File: src/rtl/jsu_pkg.sv
`timescale 1ns / 1ps

package jsu_pkg;

   // Result kinds
   localparam logic [1:0] KIND_DATA  = 2'd0;
   localparam logic [1:0] KIND_CLOSE = 2'd1;
   localparam logic [1:0] KIND_ERROR = 2'd2;

   // Error codes
   localparam logic [1:0] ERR_ESCAPE  = 2'd0;
   localparam logic [1:0] ERR_UNICODE = 2'd1;
   localparam logic [1:0] ERR_UNTERM  = 2'd2;

   localparam logic [20:0] CP_REPLACEMENT = 21'h00FFFD;

   typedef struct packed {
      logic [7:0] in_byte;
      logic       text_ends;
   } req_type;

   typedef struct packed {
      logic [7:0] out_byte;
      logic [1:0] kind;
      logic [1:0] error_code;
      logic       last_of_run;
   } rsp_type;

   // Middle item of a run: nothing, one raw byte, or a code point to encode
   typedef enum logic [1:0] {
      MAIN_NONE,
      MAIN_RAW,
      MAIN_CP
   } main_type;

   // One run of results: [U+FFFD] [main item] [close or error marker]
   typedef struct packed {
      logic        pre;
      main_type    main_sel;
      logic [20:0] value;
      logic        has_tail;
      logic [1:0]  tail_kind;
      logic [1:0]  tail_err;
   } desc_type;

endpackage

File: src/rtl/jsu_front.sv
`timescale 1ns / 1ps

module jsu_front (
   input  logic              clock,
   input  logic              reset,
   input  logic              req_valid,
   output logic              req_ready,
   input  jsu_pkg::req_type  req_data,
   input  logic              q_full,
   output logic              q_push,
   output jsu_pkg::desc_type q_data
);
   import jsu_pkg::*;

   typedef enum logic [2:0] {
      MODE_PLAIN,
      MODE_ESC,
      MODE_HEX1,
      MODE_WAIT_BS,
      MODE_WAIT_U,
      MODE_HEX2
   } mode_type;

   localparam logic [7:0] CH_QUOTE  = 8'h22;
   localparam logic [7:0] CH_SLASH  = 8'h2F;
   localparam logic [7:0] CH_BSLASH = 8'h5C;
   localparam logic [7:0] CH_B      = 8'h62;
   localparam logic [7:0] CH_F      = 8'h66;
   localparam logic [7:0] CH_N      = 8'h6E;
   localparam logic [7:0] CH_R      = 8'h72;
   localparam logic [7:0] CH_T      = 8'h74;
   localparam logic [7:0] CH_U      = 8'h75;

   mode_type    mode_ff, mode_in, eff_mode;
   logic [1:0]  hex_count_ff, hex_count_in;
   logic [15:0] code_unit_ff, code_unit_in;
   logic [9:0]  high_half_ff, high_half_in;
   desc_type    desc;
   logic        halt;
   logic        unit_done;
   logic [4:0]  hex;
   logic [15:0] new_unit;
   logic [7:0]  b;
   logic        ends;
   logic        accept;

   // {valid, value} of one hex digit
   function automatic logic [4:0] hex_digit(input logic [7:0] c);
      logic [4:0] r;
      r = 5'd0;
      if (c >= 8'h30 && c <= 8'h39) begin
         r = {1'b1, 4'(c - 8'h30)};
      end else if (c >= 8'h61 && c <= 8'h66) begin
         r = {1'b1, 4'(c - 8'h57)};
      end else if (c >= 8'h41 && c <= 8'h46) begin
         r = {1'b1, 4'(c - 8'h37)};
      end
      return r;
   endfunction

   assign b         = req_data.in_byte;
   assign ends      = req_data.text_ends;
   assign req_ready = !q_full;
   assign accept    = req_valid && req_ready;
   assign hex       = hex_digit(b);
   assign new_unit  = {code_unit_ff[11:0], hex[3:0]};

   always_comb begin
      mode_in      = mode_ff;
      hex_count_in = hex_count_ff;
      code_unit_in = code_unit_ff;
      high_half_in = high_half_ff;
      desc         = '0;
      halt         = 1'b0;
      unit_done    = 1'b0;
      eff_mode     = mode_ff;

      // Unmatched partner of a high surrogate: emit U+FFFD, redo the byte
      if (mode_ff == MODE_WAIT_BS && b != CH_BSLASH) begin
         desc.pre = 1'b1;
         eff_mode = MODE_PLAIN;
      end
      if (mode_ff == MODE_WAIT_U && b != CH_U) begin
         desc.pre = 1'b1;
         eff_mode = MODE_ESC;
      end

      case (eff_mode)
         MODE_ESC: begin
            mode_in = MODE_PLAIN;
            desc.main_sel = MAIN_RAW;
            case (b)
               CH_QUOTE, CH_BSLASH, CH_SLASH: desc.value = {13'd0, b};
               CH_B: desc.value = 21'h08;
               CH_F: desc.value = 21'h0C;
               CH_N: desc.value = 21'h0A;
               CH_R: desc.value = 21'h0D;
               CH_T: desc.value = 21'h09;
               CH_U: begin
                  desc.main_sel = MAIN_NONE;
                  mode_in       = MODE_HEX1;
                  hex_count_in  = 2'd0;
                  code_unit_in  = 16'd0;
               end
               default: begin
                  desc.main_sel = MAIN_NONE;
                  desc.has_tail = 1'b1;
                  desc.tail_err = ERR_ESCAPE;
                  halt          = 1'b1;
               end
            endcase
            if (ends && !halt) begin
               desc.has_tail = 1'b1;
               desc.tail_err = (b == CH_U) ? ERR_UNICODE : ERR_UNTERM;
               halt          = 1'b1;
            end
            if (desc.has_tail) begin
               desc.tail_kind = KIND_ERROR;
            end
         end
         MODE_HEX1, MODE_HEX2: begin
            if (!hex[4]) begin
               desc.pre       = (mode_ff == MODE_HEX2) && ends;
               desc.has_tail  = 1'b1;
               desc.tail_kind = KIND_ERROR;
               desc.tail_err  = ERR_UNICODE;
               halt           = 1'b1;
            end else if (hex_count_ff != 2'd3) begin
               hex_count_in = hex_count_ff + 2'd1;
               code_unit_in = new_unit;
               if (ends) begin
                  desc.pre       = (mode_ff == MODE_HEX2);
                  desc.has_tail  = 1'b1;
                  desc.tail_kind = KIND_ERROR;
                  desc.tail_err  = ERR_UNICODE;
                  halt           = 1'b1;
               end
            end else begin
               hex_count_in = 2'd0;
               code_unit_in = new_unit;
               if (mode_ff == MODE_HEX1) begin
                  unit_done = 1'b1;
               end else if (new_unit[15:10] == 6'b110111) begin
                  // Join the pair
                  desc.main_sel = MAIN_CP;
                  desc.value    = 21'h10000 + {1'b0, high_half_ff, new_unit[9:0]};
                  mode_in       = MODE_PLAIN;
                  if (ends) begin
                     desc.has_tail  = 1'b1;
                     desc.tail_kind = KIND_ERROR;
                     desc.tail_err  = ERR_UNTERM;
                     halt           = 1'b1;
                  end
               end else begin
                  desc.pre  = 1'b1;
                  unit_done = 1'b1;
               end
            end
         end
         MODE_WAIT_BS: begin
            mode_in = MODE_WAIT_U;
            if (ends) begin
               desc.main_sel  = MAIN_CP;
               desc.value     = CP_REPLACEMENT;
               desc.has_tail  = 1'b1;
               desc.tail_kind = KIND_ERROR;
               desc.tail_err  = ERR_UNTERM;
               halt           = 1'b1;
            end
         end
         MODE_WAIT_U: begin
            mode_in      = MODE_HEX2;
            hex_count_in = 2'd0;
            code_unit_in = 16'd0;
            if (ends) begin
               desc.main_sel  = MAIN_CP;
               desc.value     = CP_REPLACEMENT;
               desc.has_tail  = 1'b1;
               desc.tail_kind = KIND_ERROR;
               desc.tail_err  = ERR_UNICODE;
               halt           = 1'b1;
            end
         end
         default: begin
            mode_in = MODE_PLAIN;
            case (b)
               CH_QUOTE: begin
                  desc.has_tail  = 1'b1;
                  desc.tail_kind = KIND_CLOSE;
                  halt           = 1'b1;
               end
               CH_BSLASH: begin
                  mode_in = MODE_ESC;
               end
               default: begin
                  desc.main_sel = MAIN_RAW;
                  desc.value    = {13'd0, b};
               end
            endcase
            if (ends && b != CH_QUOTE) begin
               desc.has_tail  = 1'b1;
               desc.tail_kind = KIND_ERROR;
               desc.tail_err  = ERR_UNTERM;
               halt           = 1'b1;
            end
         end
      endcase

      // A complete unit taken on its own
      if (unit_done) begin
         if (new_unit[15:10] == 6'b110110) begin
            high_half_in = new_unit[9:0];
            mode_in      = MODE_WAIT_BS;
            if (ends) begin
               desc.main_sel = MAIN_CP;
               desc.value    = CP_REPLACEMENT;
            end
         end else begin
            desc.main_sel = MAIN_CP;
            desc.value    = (new_unit[15:10] == 6'b110111) ? CP_REPLACEMENT
                                                          : {5'd0, new_unit};
            mode_in       = MODE_PLAIN;
         end
         if (ends) begin
            desc.has_tail  = 1'b1;
            desc.tail_kind = KIND_ERROR;
            desc.tail_err  = ERR_UNTERM;
            halt           = 1'b1;
         end
      end

      // Close or error: drop all state
      if (halt) begin
         mode_in      = MODE_PLAIN;
         hex_count_in = 2'd0;
         code_unit_in = 16'd0;
         high_half_in = 10'd0;
      end
   end

   assign q_data = desc;
   assign q_push = accept &&
                   (desc.pre || desc.main_sel != MAIN_NONE || desc.has_tail);

   always_ff @(posedge clock) begin
      if (reset) begin
         mode_ff      <= MODE_PLAIN;
         hex_count_ff <= 2'd0;
         code_unit_ff <= 16'd0;
         high_half_ff <= 10'd0;
      end else if (accept) begin
         mode_ff      <= mode_in;
         hex_count_ff <= hex_count_in;
         code_unit_ff <= code_unit_in;
         high_half_ff <= high_half_in;
      end
   end

   a_halt_clears: assert property (@(posedge clock) disable iff (reset)
      (accept && halt) |=> (mode_ff == MODE_PLAIN && hex_count_ff == 2'd0))
      else $error("state not cleared after close or error");

   a_no_push_full: assert property (@(posedge clock) disable iff (reset)
      q_full |-> !q_push)
      else $error("push into full queue");

endmodule

File: src/rtl/jsu_fifo.sv
`timescale 1ns / 1ps

module jsu_fifo #(
   parameter int DEPTH = 4
) (
   input  logic              clock,
   input  logic              reset,
   input  logic              push,
   input  jsu_pkg::desc_type push_data,
   output logic              full,
   input  logic              pop,
   output logic              empty,
   output jsu_pkg::desc_type head
);
   import jsu_pkg::*;

   localparam int PTR_W = (DEPTH > 1) ? $clog2(DEPTH) : 1;
   localparam int CNT_W = $clog2(DEPTH + 1);
   localparam logic [PTR_W-1:0] LAST_PTR = PTR_W'(DEPTH - 1);
   localparam logic [CNT_W-1:0] FULL_CNT = CNT_W'(DEPTH);

   desc_type         store_ff [DEPTH];
   logic [PTR_W-1:0] wr_ptr_ff, rd_ptr_ff;
   logic [CNT_W-1:0] count_ff;

   assign full  = (count_ff == FULL_CNT);
   assign empty = (count_ff == '0);
   assign head  = store_ff[rd_ptr_ff];

   always_ff @(posedge clock) begin
      if (push) begin
         store_ff[wr_ptr_ff] <= push_data;
      end
   end

   always_ff @(posedge clock) begin
      if (reset) begin
         wr_ptr_ff <= '0;
         rd_ptr_ff <= '0;
         count_ff  <= '0;
      end else begin
         if (push) begin
            wr_ptr_ff <= (wr_ptr_ff == LAST_PTR) ? '0 : wr_ptr_ff + 1'b1;
         end
         if (pop) begin
            rd_ptr_ff <= (rd_ptr_ff == LAST_PTR) ? '0 : rd_ptr_ff + 1'b1;
         end
         if (push && !pop) begin
            count_ff <= count_ff + 1'b1;
         end else if (pop && !push) begin
            count_ff <= count_ff - 1'b1;
         end
      end
   end

   a_no_pop_empty: assert property (@(posedge clock) disable iff (reset)
      pop |-> !empty)
      else $error("pop from empty queue");

endmodule

File: src/rtl/jsu_back.sv
`timescale 1ns / 1ps

module jsu_back (
   input  logic              clock,
   input  logic              reset,
   input  logic              head_valid,
   input  jsu_pkg::desc_type head,
   output logic              pop,
   output logic              rsp_valid,
   input  logic              rsp_ready,
   output jsu_pkg::rsp_type  rsp_data
);
   import jsu_pkg::*;

   logic [2:0] idx_ff, idx_in;
   logic       rsp_valid_ff;
   rsp_type    rsp_ff, item;
   logic [2:0] pre_n, main_n;
   logic [3:0] total;
   logic [2:0] j;
   logic       last;
   logic       advance;

   function automatic logic [2:0] utf8_len(input logic [20:0] cp);
      logic [2:0] n;
      if (cp <= 21'h7F) begin
         n = 3'd1;
      end else if (cp <= 21'h7FF) begin
         n = 3'd2;
      end else if (cp <= 21'hFFFF) begin
         n = 3'd3;
      end else begin
         n = 3'd4;
      end
      return n;
   endfunction

   function automatic logic [7:0] utf8_byte(input logic [20:0] cp,
                                            input logic [2:0] len,
                                            input logic [1:0] k);
      logic [7:0] r;
      r = cp[7:0];
      case (len)
         3'd2: r = (k == 2'd0) ? {3'b110, cp[10:6]} : {2'b10, cp[5:0]};
         3'd3: begin
            case (k)
               2'd0:    r = {4'b1110, cp[15:12]};
               2'd1:    r = {2'b10, cp[11:6]};
               default: r = {2'b10, cp[5:0]};
            endcase
         end
         3'd4: begin
            case (k)
               2'd0:    r = {5'b11110, cp[20:18]};
               2'd1:    r = {2'b10, cp[17:12]};
               2'd2:    r = {2'b10, cp[11:6]};
               default: r = {2'b10, cp[5:0]};
            endcase
         end
         default: r = cp[7:0];
      endcase
      return r;
   endfunction

   always_comb begin
      pre_n = head.pre ? 3'd3 : 3'd0;
      case (head.main_sel)
         MAIN_RAW: main_n = 3'd1;
         MAIN_CP:  main_n = utf8_len(head.value);
         default:  main_n = 3'd0;
      endcase
      total = {1'b0, pre_n} + {1'b0, main_n} + {3'd0, head.has_tail};
      j     = idx_ff - pre_n;
      last  = ({1'b0, idx_ff} == total - 4'd1);

      item = '0;
      item.kind = KIND_DATA;
      if (idx_ff < pre_n) begin
         item.out_byte = utf8_byte(CP_REPLACEMENT, 3'd3, idx_ff[1:0]);
      end else if (j < main_n) begin
         item.out_byte = (head.main_sel == MAIN_RAW) ? head.value[7:0]
                                                     : utf8_byte(head.value, main_n, j[1:0]);
      end else begin
         item.kind       = head.tail_kind;
         item.error_code = head.tail_err;
      end
      item.last_of_run = last;
   end

   // Advance whenever the output register is empty or being drained
   assign advance = !rsp_valid_ff || rsp_ready;
   assign pop     = advance && head_valid && last;
   assign idx_in  = last ? 3'd0 : idx_ff + 3'd1;

   always_ff @(posedge clock) begin
      if (reset) begin
         rsp_valid_ff <= 1'b0;
         idx_ff       <= 3'd0;
      end else if (advance) begin
         rsp_valid_ff <= head_valid;
         if (head_valid) begin
            idx_ff <= idx_in;
         end
      end
   end

   always_ff @(posedge clock) begin
      if (advance && head_valid) begin
         rsp_ff <= item;
      end
   end

   assign rsp_valid = rsp_valid_ff;
   assign rsp_data  = rsp_ff;

   a_idx_in_run: assert property (@(posedge clock) disable iff (reset)
      head_valid |-> ({1'b0, idx_ff} < total))
      else $error("run index beyond run length");

   a_marker_last: assert property (@(posedge clock) disable iff (reset)
      (rsp_valid_ff && rsp_ff.kind != KIND_DATA) |-> rsp_ff.last_of_run)
      else $error("close or error marker not last of run");

endmodule

File: src/rtl/json_string_unescape_utf8.sv
`timescale 1ns / 1ps

// JSON string body unescaper with UTF-8 output.
// req channel: one beat per byte of the string body after the opening quote,
//   with text_ends set on the final byte of the text.
// rsp channel: one beat per result byte or marker: data bytes (kind 0), a
//   close marker (kind 1) or an error (kind 2); last_of_run flags the final
//   beat caused by one req beat. A req beat may cause no beat at all.
// Throughput: one req beat per cycle while the queue has room, and one rsp
//   beat per cycle while rsp_ready is high; a byte that expands to N beats
//   (up to 7, e.g. U+FFFD followed by a three-byte character and an error)
//   holds the output side for all N beats, and the queue of FIFO_DEPTH runs
//   absorbs such bursts.
// Reset: all decoder state returns to plain string content and the queue and
//   output register empty. The block also clears its own state after every
//   close or error, so the next byte starts a new string body.
// Stall: while rsp_ready is low the output register holds its beat; the front
//   end keeps accepting bytes until the queue fills, then drops req_ready.
module json_string_unescape_utf8 #(
   parameter int FIFO_DEPTH = 4
) (
   input  logic             clock,
   input  logic             reset,
   input  logic             req_valid,
   output logic             req_ready,
   input  jsu_pkg::req_type req_data,
   output logic             rsp_valid,
   input  logic             rsp_ready,
   output jsu_pkg::rsp_type rsp_data
);
   import jsu_pkg::*;

   desc_type push_data, head;
   logic     push, full, pop, empty;

   // Front: decode state machine, at most one run descriptor per byte
   jsu_front u_front (
      .clock     (clock),
      .reset     (reset),
      .req_valid (req_valid),
      .req_ready (req_ready),
      .req_data  (req_data),
      .q_full    (full),
      .q_push    (push),
      .q_data    (push_data)
   );

   // Queue of pending runs
   jsu_fifo #(
      .DEPTH (FIFO_DEPTH)
   ) u_fifo (
      .clock     (clock),
      .reset     (reset),
      .push      (push),
      .push_data (push_data),
      .full      (full),
      .pop       (pop),
      .empty     (empty),
      .head      (head)
   );

   // Back: expand each run into output beats
   jsu_back u_back (
      .clock      (clock),
      .reset      (reset),
      .head_valid (!empty),
      .head       (head),
      .pop        (pop),
      .rsp_valid  (rsp_valid),
      .rsp_ready  (rsp_ready),
      .rsp_data   (rsp_data)
   );

endmodule

File: config.mk
export PLATFORM = sky130hd
export DESIGN_NAME = json_string_unescape_utf8
export DESIGN_NICKNAME = d
export VERILOG_FILES = /design/src/rtl/jsu_pkg.sv /design/src/rtl/jsu_front.sv /design/src/rtl/jsu_fifo.sv /design/src/rtl/jsu_back.sv /design/src/rtl/json_string_unescape_utf8.sv
export SDC_FILE = /design/constraint.sdc
export NUM_CORES = 1
export LEC_CHECK = 0
export ABC_CLOCK_PERIOD_IN_PS = 8400
export BUFFER_PORTS_ARGS = -buffer_cell sky130_fd_sc_hd__buf_2
export CAP_MARGIN = 20
export CORE_MARGIN = 2
export CORE_UTILIZATION = 45
export DETAILED_ROUTE_END_ITERATION = 8
export PLACE_DENSITY = 0.68
export REMOVE_ABC_BUFFERS = 1
export SETUP_SLACK_MARGIN = 0.2
export SLEW_MARGIN = 10
export SYNTH_ARGS = -nofsm -noshare
export SYNTH_HDL_FRONTEND = slang
export SYNTH_SLANG_ARGS = --single-unit
File: constraint.sdc
create_clock -name clock -period 8.4 [get_ports clock]
set_input_delay 1.68 -clock clock [delete_from_list [all_inputs] [get_ports clock]]
set_output_delay 1.68 -clock clock [all_outputs]
set_load 0.1 [all_outputs]
-- After elaboration in Yosys (flattened, before gate mapping)
Memories as Yosys holds them, arrays and structs flattened. A register that Yosys moved wholly into a read port is not among the register bits.
Index checks and enable logic that the tools add are counted.
- shift-type cells: 0
- div/mod/pow operators: 0
- equal/unequal tests: 42
- order comparisons: 11
- muxes and demuxes: 100
- reduce and logical (&&, ||, !) cells: 42
- bitwise gates (word level): 1
- multiply operators: 0
- add/subtract/negate cells: 14
- operators by type and width (operator ; count):
    28-bit two-way mux ; 4
    28-bit one-hot mux with 4 select lines ; 1
    23-bit two-way mux ; 4
    8-bit by 7-bit equality test with 1-bit output (second input constant) ; 7
    8-bit one-hot mux with 6 select lines ; 1
    3-bit two-way mux ; 15
    5-bit two-way mux ; 9
    12-bit two-way mux ; 3
    12-bit one-hot mux with 3 select lines ; 1
    1-bit two-way mux ; 30
    10-bit two-way mux ; 3
    29-bit two-way mux ; 1
    2-bit two-way mux ; 14
    7-bit one-hot mux with 2 select lines ; 2
    8-bit two-way mux ; 3
    8-bit one-hot mux with 3 select lines ; 1
    22-bit two-way mux ; 1
    17-bit by 20-bit adder with 21-bit output (first input constant) ; 1
    21-bit by 11-bit less-or-equal comparator with 1-bit output (second input constant) ; 1
    21-bit by 16-bit less-or-equal comparator with 1-bit output (second input constant) ; 1
    21-bit by 7-bit less-or-equal comparator with 1-bit output (second input constant) ; 1
    7-bit one-hot mux with 3 select lines ; 1
    3-bit by 2-bit equality test with 1-bit output (second input constant) ; 6
    3-bit equality test (second input constant) ; 6
    other kinds (47) ; 93
- memory bits (read-only): 0
- latch bits: 0
- register bits: 51
- output and inout port bits: 15
- memories kept: 1
- bits in writable memories: 116
- logic and storage cells: 224
- bits of input ports: 13
- memories (memory ; words ; width ; rd ports ; clocked after memory_dff ; write ports ; line ; RTL):
    u_fifo.store_ff ; 4 ; 29 ; 1 ; 1 ; 1 ; jsu_fifo.sv:22 ; desc_type store_ff [DEPTH];

-- Depth between registers and ports, before layout
Gate-level depths: netlist (run 1).
- depth in word-level cells: 23
- mapped depth: 25
- depth with buffers taken out: 21

-- Hierarchy
A second synthesis (run 1) with hierarchy kept.
- cell total of the unflattened synthesis: 727
- area total of the unflattened synthesis: 8804.7 µm²
- by module, submodules not included (module ; cells an instance ; area an instance (µm²) ; sequential area each (µm²) ; times used):
    jsu_fifo ; 195 ; 4633.2 ; 3663.5 ; 1
    jsu_front ; 346 ; 2482.4 ; 540.5 ; 1
    jsu_back ; 185 ; 1685.4 ; 470.5 ; 1
    json_string_unescape_utf8 ; 1 ; 3.8 ; 0.0 ; 1

-- Worst setup path after synthesis (run 1)
Ideal clock, no wire load.
- path type: register to register
- from: register (tool-made name)
- to: register u_fifo.count_ff[2]
- buffers on the path: 4
- slack: 3.330 ns
- required time: 8.330 ns
- arrival time: 4.999 ns
- cell stages (with the launch flop): 25
- path through: dfxtp_1 -> buf_2 -> clkbuf_1 -> clkbuf_1 -> mux4_2 -> ha_1 -> nor4_2 -> a21oi_1 -> buf_4 -> nand2b_1 -> ha_1 -> inv_1 -> ha_1 -> inv_1 -> fa_1 -> xor2_1 -> xnor2_1 -> nor3_1 -> nand3_1 -> ha_1 -> inv_1 -> fa_1 -> xor2_1 -> or3_1 -> a21oi_1
- RTL lines (element ; line ; RTL):
    end signal: assignment ; jsu_fifo.sv:49 ; count_ff <= count_ff + 1'b1;
    end signal: assignment ; jsu_fifo.sv:51 ; count_ff <= count_ff - 1'b1;
    end: declaration ; jsu_fifo.sv:24 ; logic [CNT_W-1:0] count_ff;

==> impl_table.tex, run 1 <==
\begin{tabular}{lr}
\hline
Metric & Value \\
\hline
\multicolumn{2}{l}{\textbf{Detailed routing}} \\
Via total after detailed routing & around 6000 \\
Number of antenna-violating nets in the routed design & 0 \\
Routed length per placed instance & around 19 microns \\
DRT Pass-1 Iters & 5 \\
Overall routed net length & 20160 microns \\
Vias/cell & 5.878 \\
Residual DRC & 0 \\
Drt initial violations & between 400 and 500 \\
\multicolumn{2}{l}{\textbf{Pwr}} \\
Leak pwr & around 0.0035 uW \\
Switching power as a share of total power & 37.74\% \\
Clock power share & 25.7\% \\
Power dissipated by switching net loads & about 1100 uW \\
Part of the total power dissipated in combinational logic & between 30\% and 40\% \\
Peak supply drop & $\sim$0.00012 V \\
Share of total power in sequential cells & 36.1\% \\
PD cells & between 300 and 400 mW/mm\^{}2 \\
Pint & 1886 uW \\
Total power of the final layout & about 3000 uW \\
\multicolumn{2}{l}{\textbf{Worst setup path}} \\
Crit path kind & flop to flop \\
Signal arrival time at the worst endpoint & around 6.4 ns \\
R2R cell count & 21 \\
Data required time at the worst endpoint & 8.75 ns \\
Kind of start point of the critical path & flop \\
Crit-path max FO & 18 \\
Critical Path Sink Type & flop \\
\multicolumn{2}{l}{\textbf{GRT}} \\
Wire length of the first global-routing pass & roughly 33000 microns \\
Vias in the first global route & approximately 6200 \\
Overall overflow remaining after global route & 0 \\
Total routing usage reported by global routing & between 15 and 20\% \\
Initial antenna violation count & 0 \\
Maximum number of pins on one net before global-route repair & 51 \\
\multicolumn{2}{l}{\textbf{STA}} \\
Final critical-path share of the clock period & between 70\% and 80\% \\
Total of endpoints with negative setup slack in the final report & 0 \\
Worst clock skew & roughly 0.0066 ns \\
Headroom to the max-slew limit & a little over a quarter \\
Post-route setup TNS & 0 ns \\
Minimum clock period after layout & just over 6 ns \\
Upper clock frequency limit & roughly 160 MHz \\
Number of pins with negative max-slew slack in the final report & 0 \\
Final-report hold violation count & 0 \\
Hold slack & roughly 0.48 ns \\
RSZ-0062 raised after global routing & no \\
Transition time at the pin with the least slew margin & roughly 1.1 ns \\
\multicolumn{2}{l}{\textbf{Layout}} \\
Area growth from synthesis to layout & 10.89\% \\
Most frequent standard cell in the layout excluding fill and tap cells & sky130\_fd\_sc\_hd\_\_edfxtp\_1 \\
Number of filler instances in the final layout & $\sim$1700 \\
Top library cells by usage in the layout, fill and taps aside & sky130\_fd\_sc\_hd\_\_edfxtp\_1 (129), sky130\_fd\_sc\_hd\_\_nand2\_1 (55), sky130\_fd\_sc\_hd\_\_a21oi\_1 (49) \\
Fraction of layout instances using a drive strength above 1 & between 10\% and 20\% \\
\# nets final & about 800 \\
Inserted Diodes & 0 \\
Final cell count without fillers & 1045 \\
\multicolumn{2}{l}{\textbf{Hold path}} \\
Class of the most critical hold timing path & flop to flop \\
Depth of the worst hold-timing path & 2 \\
\multicolumn{2}{l}{\textbf{Clock tree}} \\
Worst-skew pair later-pin latency & between 0.4 and 0.5 ns \\
Clk slew on worst S/H paths & 0.06 ns \\
Root Buffer Master & sky130\_fd\_sc\_hd\_\_clkbuf\_16 \\
Resized Gates After CTS & 0 \\
Number of clock buffers inserted by TritonCTS & 17 \\
CTS Hold Bufs & 0 \\
Post-CTS setup repair buffer count & 0 \\
CTS Sinks & $\sim$170 \\
Maximum clock insertion buffer count & 2 \\
Clock tree from TritonCTS & built \\
H-tree depth & 4 \\
\multicolumn{2}{l}{\textbf{Yosys}} \\
Fraction of post-synthesis cell area in the top cell type by area & $\sim$43\% \\
Number of distinct library cells after synthesis & 90 \\
Post-synth EDFFs & 129 \\
Portion of the post-synthesis area used by sequential elements & 51.90\% \\
Yosys synthesis warning count & 0 \\
Post-Synthesis Cells & between 700 and 800 \\
\#FFs+latches synth & 169 \\
Biggest area contributors in the synthesized netlist & sky130\_fd\_sc\_hd\_\_edfxtp\_1 (43\%), sky130\_fd\_sc\_hd\_\_dfxtp\_1 (8.9\%), sky130\_fd\_sc\_hd\_\_mux4\_2 (7.8\%) \\
Netlist area before placement & between 0.009 and 0.01 sq mm \\
Post-synth top flop & sky130\_fd\_sc\_hd\_\_edfxtp\_1 \\
Cell taking the most area after synthesis & sky130\_fd\_sc\_hd\_\_edfxtp\_1 \\
Mapped Avg Cell Area & between 10 and 15 sq um \\
Async set-or-reset flop fraction in the synthesized netlist & 0\% \\
\multicolumn{2}{l}{\textbf{Floorplanning}} \\
Overall die width & about 150 microns \\
Chip height & roughly 150 microns \\
Total number of placement rows & slightly above 50 \\
Die area & 0.02116 sq mm \\
Core region area & approximately 0.020 sq mm \\
Initial Util & a little under half \\
Number of top-level pins & 28 \\
\multicolumn{2}{l}{\textbf{Place}} \\
Post-Place Cells & between 1000 and 1500 \\
Port Buffer Count & 27 \\
Routability-driven placement congestion ratio & 0.8741 \\
Detailed placer's ending HPWL & about 14000 microns \\
\multicolumn{2}{l}{\textbf{Status}} \\
Outcome & completed \\
\multicolumn{2}{l}{\textbf{Run}} \\
Number of maximum-capacitance constraint violations & 0 \\
\hline
\end{tabular}
==> state kept, by name, summed over array words and instances (netlist names), named ones only <==
register / cells
u_fifo.store_ff: 116
u_back.rsp_data: 13
u_front.code_unit_ff: 12
u_front.high_half_ff: 10
u_back.idx_ff: 3
u_fifo.count_ff: 3
u_front.mode_ff: 3
u_fifo.rd_ptr_ff: 2
u_fifo.wr_ptr_ff: 2
u_front.hex_count_ff: 2
u_back.rsp_valid: 1
==> final cells by class <==
| cell class | count | area (sq um) | share of cell area (%) |
|---|---|---|---|
| clock buffers | 24 | 523.0 | 5.237 |
| well taps | 265 | 331.6 | 3.320 |
| clock inverters | 8 | 82.58 | 0.8269 |
| repair buffers | 38 | 221.5 | 2.217 |
| multi-input cells | 506 | 4021 | 40.27 |
| flip-flops and latches | 169 | 4676 | 46.82 |
| inverters | 35 | 131.4 | 1.315 |
==> logic make-up after synthesis <==
logic type      share of synthesized area [%]
compound gates                          11.56
xor+xnor                                1.264
fa+ha+maj                               4.557
buf+inv                                 3.515
flops                                   51.90
mux                                     12.35
simple gates                            14.85
==> worst max-delay path, cell delays in order, from the launching register on <==
cell,delay [ns]
sky130_fd_sc_hd__dfxtp_2,0.59
sky130_fd_sc_hd__buf_4,0.42
sky130_fd_sc_hd__mux4_2,0.61
sky130_fd_sc_hd__nor4_2,0.44
sky130_fd_sc_hd__nor4_2,0.08
sky130_fd_sc_hd__a21oi_1,0.84
sky130_fd_sc_hd__nand2b_1,0.13
sky130_fd_sc_hd__ha_1,0.31
sky130_fd_sc_hd__inv_1,0.06
sky130_fd_sc_hd__ha_1,0.16
sky130_fd_sc_hd__inv_1,0.06
sky130_fd_sc_hd__fa_1,0.37
sky130_fd_sc_hd__xor2_1,0.18
sky130_fd_sc_hd__xnor2_1,0.13
sky130_fd_sc_hd__nor3_1,0.08
sky130_fd_sc_hd__nand3_1,0.17
sky130_fd_sc_hd__ha_1,0.22
sky130_fd_sc_hd__inv_1,0.08
sky130_fd_sc_hd__fa_1,0.43
sky130_fd_sc_hd__xor2_1,0.17
sky130_fd_sc_hd__or3_1,0.31
sky130_fd_sc_hd__a21oi_1,0.15
==> per-layer routing <==
layer	GRT usage, %	vias up	share of wire [%]
met4	7.402	0	2.3
met1	24.82	3028	43
met2	33.27	221	49
li1	-	2855	-
met5	0	-	0
met3	3.574	38	5.5
==> power groups by stage <==
stage	clock network [uW]	logic, uW	registers [uW]
5_1_grt	825	1250	1110
3_5_place_dp	0	1150	1110
4_1_cts	790	1160	1090
2_1_floorplan	0	653	1370
3_3_place_gp	0	1140	1110
6_report	778	1160	1090
==> cells in the mapped netlist, drive strengths merged, types with 12 or more instances <==
library cell / instances
nor2: 47
mux4: 32
nor3: 18
mux2i: 29
o21ai: 23
a21o: 12
a21oi: 50
and2: 12
nand2: 55
buf: 17
nand3: 22
edfxtp: 129
clkbuf: 19
nand2b: 30
inv: 35
ha: 28
dfxtp: 40
==> worst paths after layout <==
kind,start,end,slack (ns)
max,flop,u_fifo.count_ff[2],2.33
min,u_back.rsp_valid,u_back.rsp_valid,0.48
min reg2reg,u_back.rsp_valid,u_back.rsp_valid,0.48
max reg2reg,flop,u_fifo.count_ff[2],2.33
==> metrics by stage <==
step           util, %  setup WS, ns  area [sq um]
6_report         51.15         2.329          9987
5_1_grt          51.15         1.807          9987
4_1_cts          51.05         2.240          9968
3_5_place_dp     47.95         2.257          9363
3_3_place_gp     47.95         2.425          9363
2_1_floorplan        -         2.418          8821
(Power assumes the default switching activity.)
==> run 2: changes to the inputs <==
--- a/config.mk
+++ b/config.mk
@@ -5,7 +5,8 @@
 export SDC_FILE = /design/constraint.sdc
 export NUM_CORES = 1
 export LEC_CHECK = 0
-export ABC_CLOCK_PERIOD_IN_PS = 8400
+export ABC_AREA = 1
+export ABC_CLOCK_PERIOD_IN_PS = 5600
 export BUFFER_PORTS_ARGS = -buffer_cell sky130_fd_sc_hd__buf_2
 export CAP_MARGIN = 20
 export CORE_MARGIN = 2
==> constraint.sdc (replaced) <==
create_clock -name clock -period 5.6 [get_ports clock]
set_input_delay 1.12 -clock clock [delete_from_list [all_inputs] [get_ports clock]]
set_output_delay 1.12 -clock clock [all_outputs]
set_load 0.1 [all_outputs]
==> run 2 against run 1 <==
Sequential cell count stayed put. Register-to-register slack worse by 1.6 ns. Global-route usage is 2.0 points higher. Total power is 63% higher. Die area is 1.7% higher. Synthesized cell count is 46% higher. Non-clock buffer count is 2 higher. Critical path type unchanged.
==> impl_table.tex, run 2 <==
\begin{tabular}{lr}
\hline
Metric & Value \\
\hline
\multicolumn{2}{l}{\textbf{Worst setup path}} \\
Cell with the largest stage delay on the worst path & sky130\_fd\_sc\_hd\_\_buf\_4 \\
Data required time at the worst endpoint & 5.97 ns \\
Crit path kind & flop to flop \\
Max stage delay on crit path & 0.47 ns \\
Crit-path max FO & 58 \\
Cell mode on critical path & sky130\_fd\_sc\_hd\_\_nor2\_1 \\
Largest delay contributor family on the critical path & adder cells \\
Critical Path Sink Type & flop \\
Bufs and invs on worst path & 6 \\
Signal arrival time at the worst endpoint & around 5.2 ns \\
Kind of start point of the critical path & flop \\
\multicolumn{2}{l}{\textbf{Floorplanning}} \\
Total number of placement rows & 52 \\
Number of top-level pins & 28 \\
Chip height & approximately 150 microns \\
Core region area & 0.02010 sq mm \\
Die area & approximately 0.022 sq mm \\
Overall die width & between 100 and 150 microns \\
Initial Util & between 40\% and 50\% \\
\multicolumn{2}{l}{\textbf{Detailed routing}} \\
Via total after detailed routing & $\sim$7400 \\
DRT Pass-1 Iters & 5 \\
Drt initial violations & roughly 640 \\
Number of antenna-violating nets in the routed design & 0 \\
Vias/cell & 5.293 \\
Routed length per placed instance & between 15 and 20 microns \\
Overall routed net length & between 20000 and 25000 microns \\
Residual DRC & 0 \\
\multicolumn{2}{l}{\textbf{Yosys}} \\
Post-synth top flop & sky130\_fd\_sc\_hd\_\_edfxtp\_1 \\
Netlist area before placement & about 0.0092 sq mm \\
Portion of the post-synthesis area used by sequential elements & 51.02\% \\
Most frequent cells after synthesis & sky130\_fd\_sc\_hd\_\_nand2\_1 (297), sky130\_fd\_sc\_hd\_\_nor2\_1 (147), sky130\_fd\_sc\_hd\_\_edfxtp\_1 (129) \\
Post-Synthesis Cells & roughly 1100 \\
Async set-or-reset flop fraction in the synthesized netlist & 0\% \\
Fraction of post-synthesis cell area in the top cell type by area & between 40\% and 50\% \\
Biggest area contributors in the synthesized netlist & sky130\_fd\_sc\_hd\_\_edfxtp\_1 (42\%), sky130\_fd\_sc\_hd\_\_nand2\_1 (12\%), sky130\_fd\_sc\_hd\_\_dfxtp\_1 (8.7\%) \\
Post-synth EDFFs & 129 \\
Most frequent cell after synthesis & sky130\_fd\_sc\_hd\_\_nand2\_1 \\
Number of distinct library cells after synthesis & approximately 50 \\
Mapped Avg Cell Area & 8.437 sq um \\
Cell taking the most area after synthesis & sky130\_fd\_sc\_hd\_\_edfxtp\_1 \\
Yosys synthesis warning count & 0 \\
\#FFs+latches synth & roughly 170 \\
\multicolumn{2}{l}{\textbf{STA}} \\
Final-report hold violation count & 0 \\
Headroom to the max-slew limit & between 40\% and 50\% \\
Minimum clock period after layout & 4.854 ns \\
Upper clock frequency limit & about 210 MHz \\
RSZ-0062 raised after global routing & no \\
Number of pins with negative max-slew slack in the final report & 0 \\
Worst clock skew & 0.01738 ns \\
Final critical-path share of the clock period & about 87\% \\
Transition time at the pin with the least slew margin & about 0.75 ns \\
Total of endpoints with negative setup slack in the final report & 0 \\
\multicolumn{2}{l}{\textbf{Layout}} \\
Top library cells by usage in the layout, fill and taps aside & sky130\_fd\_sc\_hd\_\_nand2\_1 (297), sky130\_fd\_sc\_hd\_\_nor2\_1 (143), sky130\_fd\_sc\_hd\_\_edfxtp\_1 (129) \\
Largest Register & u\_fifo.store\_ff \\
\# nets final & between 1000 and 1500 \\
Fraction of layout instances using a drive strength above 1 & a little under an eighth \\
Utilization after layout & between 50\% and 60\% \\
Inserted Diodes & 0 \\
Most frequent standard cell in the layout excluding fill and tap cells & sky130\_fd\_sc\_hd\_\_nand2\_1 \\
Area growth from synthesis to layout & 11.29\% \\
Number of flip-flops in the largest register & roughly 120 \\
Number of filler instances in the final layout & about 1800 \\
\multicolumn{2}{l}{\textbf{Status}} \\
Outcome & completed \\
\multicolumn{2}{l}{\textbf{Pwr}} \\
Peak supply drop & 0.0002124 V \\
Leak pwr & around 0.0043 uW \\
PD cells & roughly 490 mW/mm\^{}2 \\
Total power of the final layout & around 4900 uW \\
\multicolumn{2}{l}{\textbf{Place}} \\
Port Buffer Count & 27 \\
Detailed placer's ending HPWL & roughly 16000 microns \\
Routability-driven placement congestion ratio & roughly 0.96 \\
\multicolumn{2}{l}{\textbf{GRT}} \\
Maximum number of pins on one net before global-route repair & 59 \\
Overall overflow remaining after global route & 0 \\
Vias in the first global route & 7080 \\
Wire length of the first global-routing pass & about 36000 microns \\
Initial antenna violation count & 0 \\
Total routing usage reported by global routing & between 20\% and 30\% \\
\multicolumn{2}{l}{\textbf{Clock tree}} \\
Maximum clock insertion buffer count & 2 \\
Root Buffer Master & sky130\_fd\_sc\_hd\_\_clkbuf\_16 \\
Number of clock buffers inserted by TritonCTS & 17 \\
Worst-skew pair later-pin latency & between 0.4 and 0.5 ns \\
H-tree depth & 4 \\
CTS Sinks & $\sim$170 \\
Clk slew on worst S/H paths & $\sim$0.070 ns \\
Clock tree from TritonCTS & built \\
\multicolumn{2}{l}{\textbf{Run}} \\
Number of maximum-capacitance constraint violations & 0 \\
\multicolumn{2}{l}{\textbf{Hold path}} \\
Class of the most critical hold timing path & flop to flop \\
\hline
\end{tabular}
-- run 2: cell types whose count changed in the layout (fill, tap and decap cells not counted), moves of 11 or more --
cell	before	now
sky130_fd_sc_hd__nand2_1	55	297
sky130_fd_sc_hd__nor2_1	46	143
sky130_fd_sc_hd__nand3_1	22	95
sky130_fd_sc_hd__inv_1	35	99
sky130_fd_sc_hd__mux4_2	31	0
sky130_fd_sc_hd__nand2b_1	30	0
sky130_fd_sc_hd__mux2i_1	29	0
sky130_fd_sc_hd__o21ai_0	18	35
sky130_fd_sc_hd__and2_1	12	0
sky130_fd_sc_hd__nand2_2	0	12
sky130_fd_sc_hd__a21o_1	12	1
sky130_fd_sc_hd__inv_2	0	11
sky130_fd_sc_hd__nand4_1	3	14
sky130_fd_sc_hd__nor2b_1	11	0
-- run 2: logic make-up (layout without fill, tap and decap cells) --
| group | count (synthesis) | count (layout) | share of synthesized area, % |
|---|---|---|---|
| xor gates and xnor gates | 9 | 9 | 0.8602 |
| AOI/OAI and AO/OA | 127 | 127 | 8.139 |
| buffers and inverters | 145 | 187 | 6.582 |
| and+or+nand+nor | 605 | 605 | 28.92 |
| adders and majority gates | 31 | 31 | 4.479 |
| DFF | 169 | 169 | 51.02 |
-- run 2: metal layers --
layer	up-vias	wire length [microns]	share of wire (%)	track usage, %
met5	-	0	0	0
met4	0	610	2.8	8.301
met3	42	1253	5.7	3.727
met2	233	10660	48	35.61
met1	3432	9625	43	28.19
li1	3692	-	-	-
-- run 2: report_power, final --
group / switching (uW) / total (uW) / internal [uW]
logic: 1500 / 2040 / 539
clock network: 505 / 1170 / 660
registers: 93.4 / 1750 / 1660
-- run 2: worst register-to-register path: cells and delay by family, from the launching register on --
kind	cells	cell delay (ns)
adder cells (fa/ha/maj)	5	1.65
AND/OR/NAND/NOR	11	1.21
buffers and inverters	6	0.94
AO/OA/AOI/OAI	3	0.46
flip-flops	1	0.35
XOR/XNOR	1	0.16
-- run 2: timing repair --
action | in CTS | in global routing
setup buffers | 0 | 0
gates resized for setup | 0 | 2
hold buffers | 0 | 0
endpoints found under the hold margin | 0 | 0
setup endpoints to repair | 0 | 1
-- run 2: path summary, 6_finish.rpt --
| path | depth (start not counted) | slack [ns] | start | endpoint |
|---|---|---|---|---|
| worst max-delay path | 26 | 0.75 | flop | u_fifo.count_ff[2] |
| worst min-delay path | 2 | 0.49 | u_front.high_half_ff[1] | u_front.high_half_ff[1] |
| worst max register to register | 26 | 0.75 | flop | u_fifo.count_ff[2] |
| worst min register to register | 2 | 0.49 | u_front.high_half_ff[1] | u_front.high_half_ff[1] |
-- run 2: metrics by stage --
step                instances  TNS, ns  worst slack (ns)  hold slack (ns)  area [sq um]
finish                   1398        0            0.7459           0.4869         10200
global placement         1365        0            0.7972           0.4618          9572
detailed placement       1365        0            0.6691           0.4730          9572
global route             1398        0            0.2086           0.5088         10200
floorplan                1056  -0.2592           -0.1826           0.4550          8991
CTS                      1397        0            0.6456           0.4855         10170
-- run 2: final cells by class --
class / instances / area [sq um] / share of cell area (%)
well taps: 270 / 337.8 / 3.313
multi-input cells: 772 / 3901 / 38.26
repair buffers: 40 / 252.7 / 2.479
clock buffers: 21 / 504.2 / 4.945
flip-flops and latches: 169 / 4676 / 45.85
inverters: 115 / 434.2 / 4.258
clock inverters: 11 / 91.34 / 0.8957
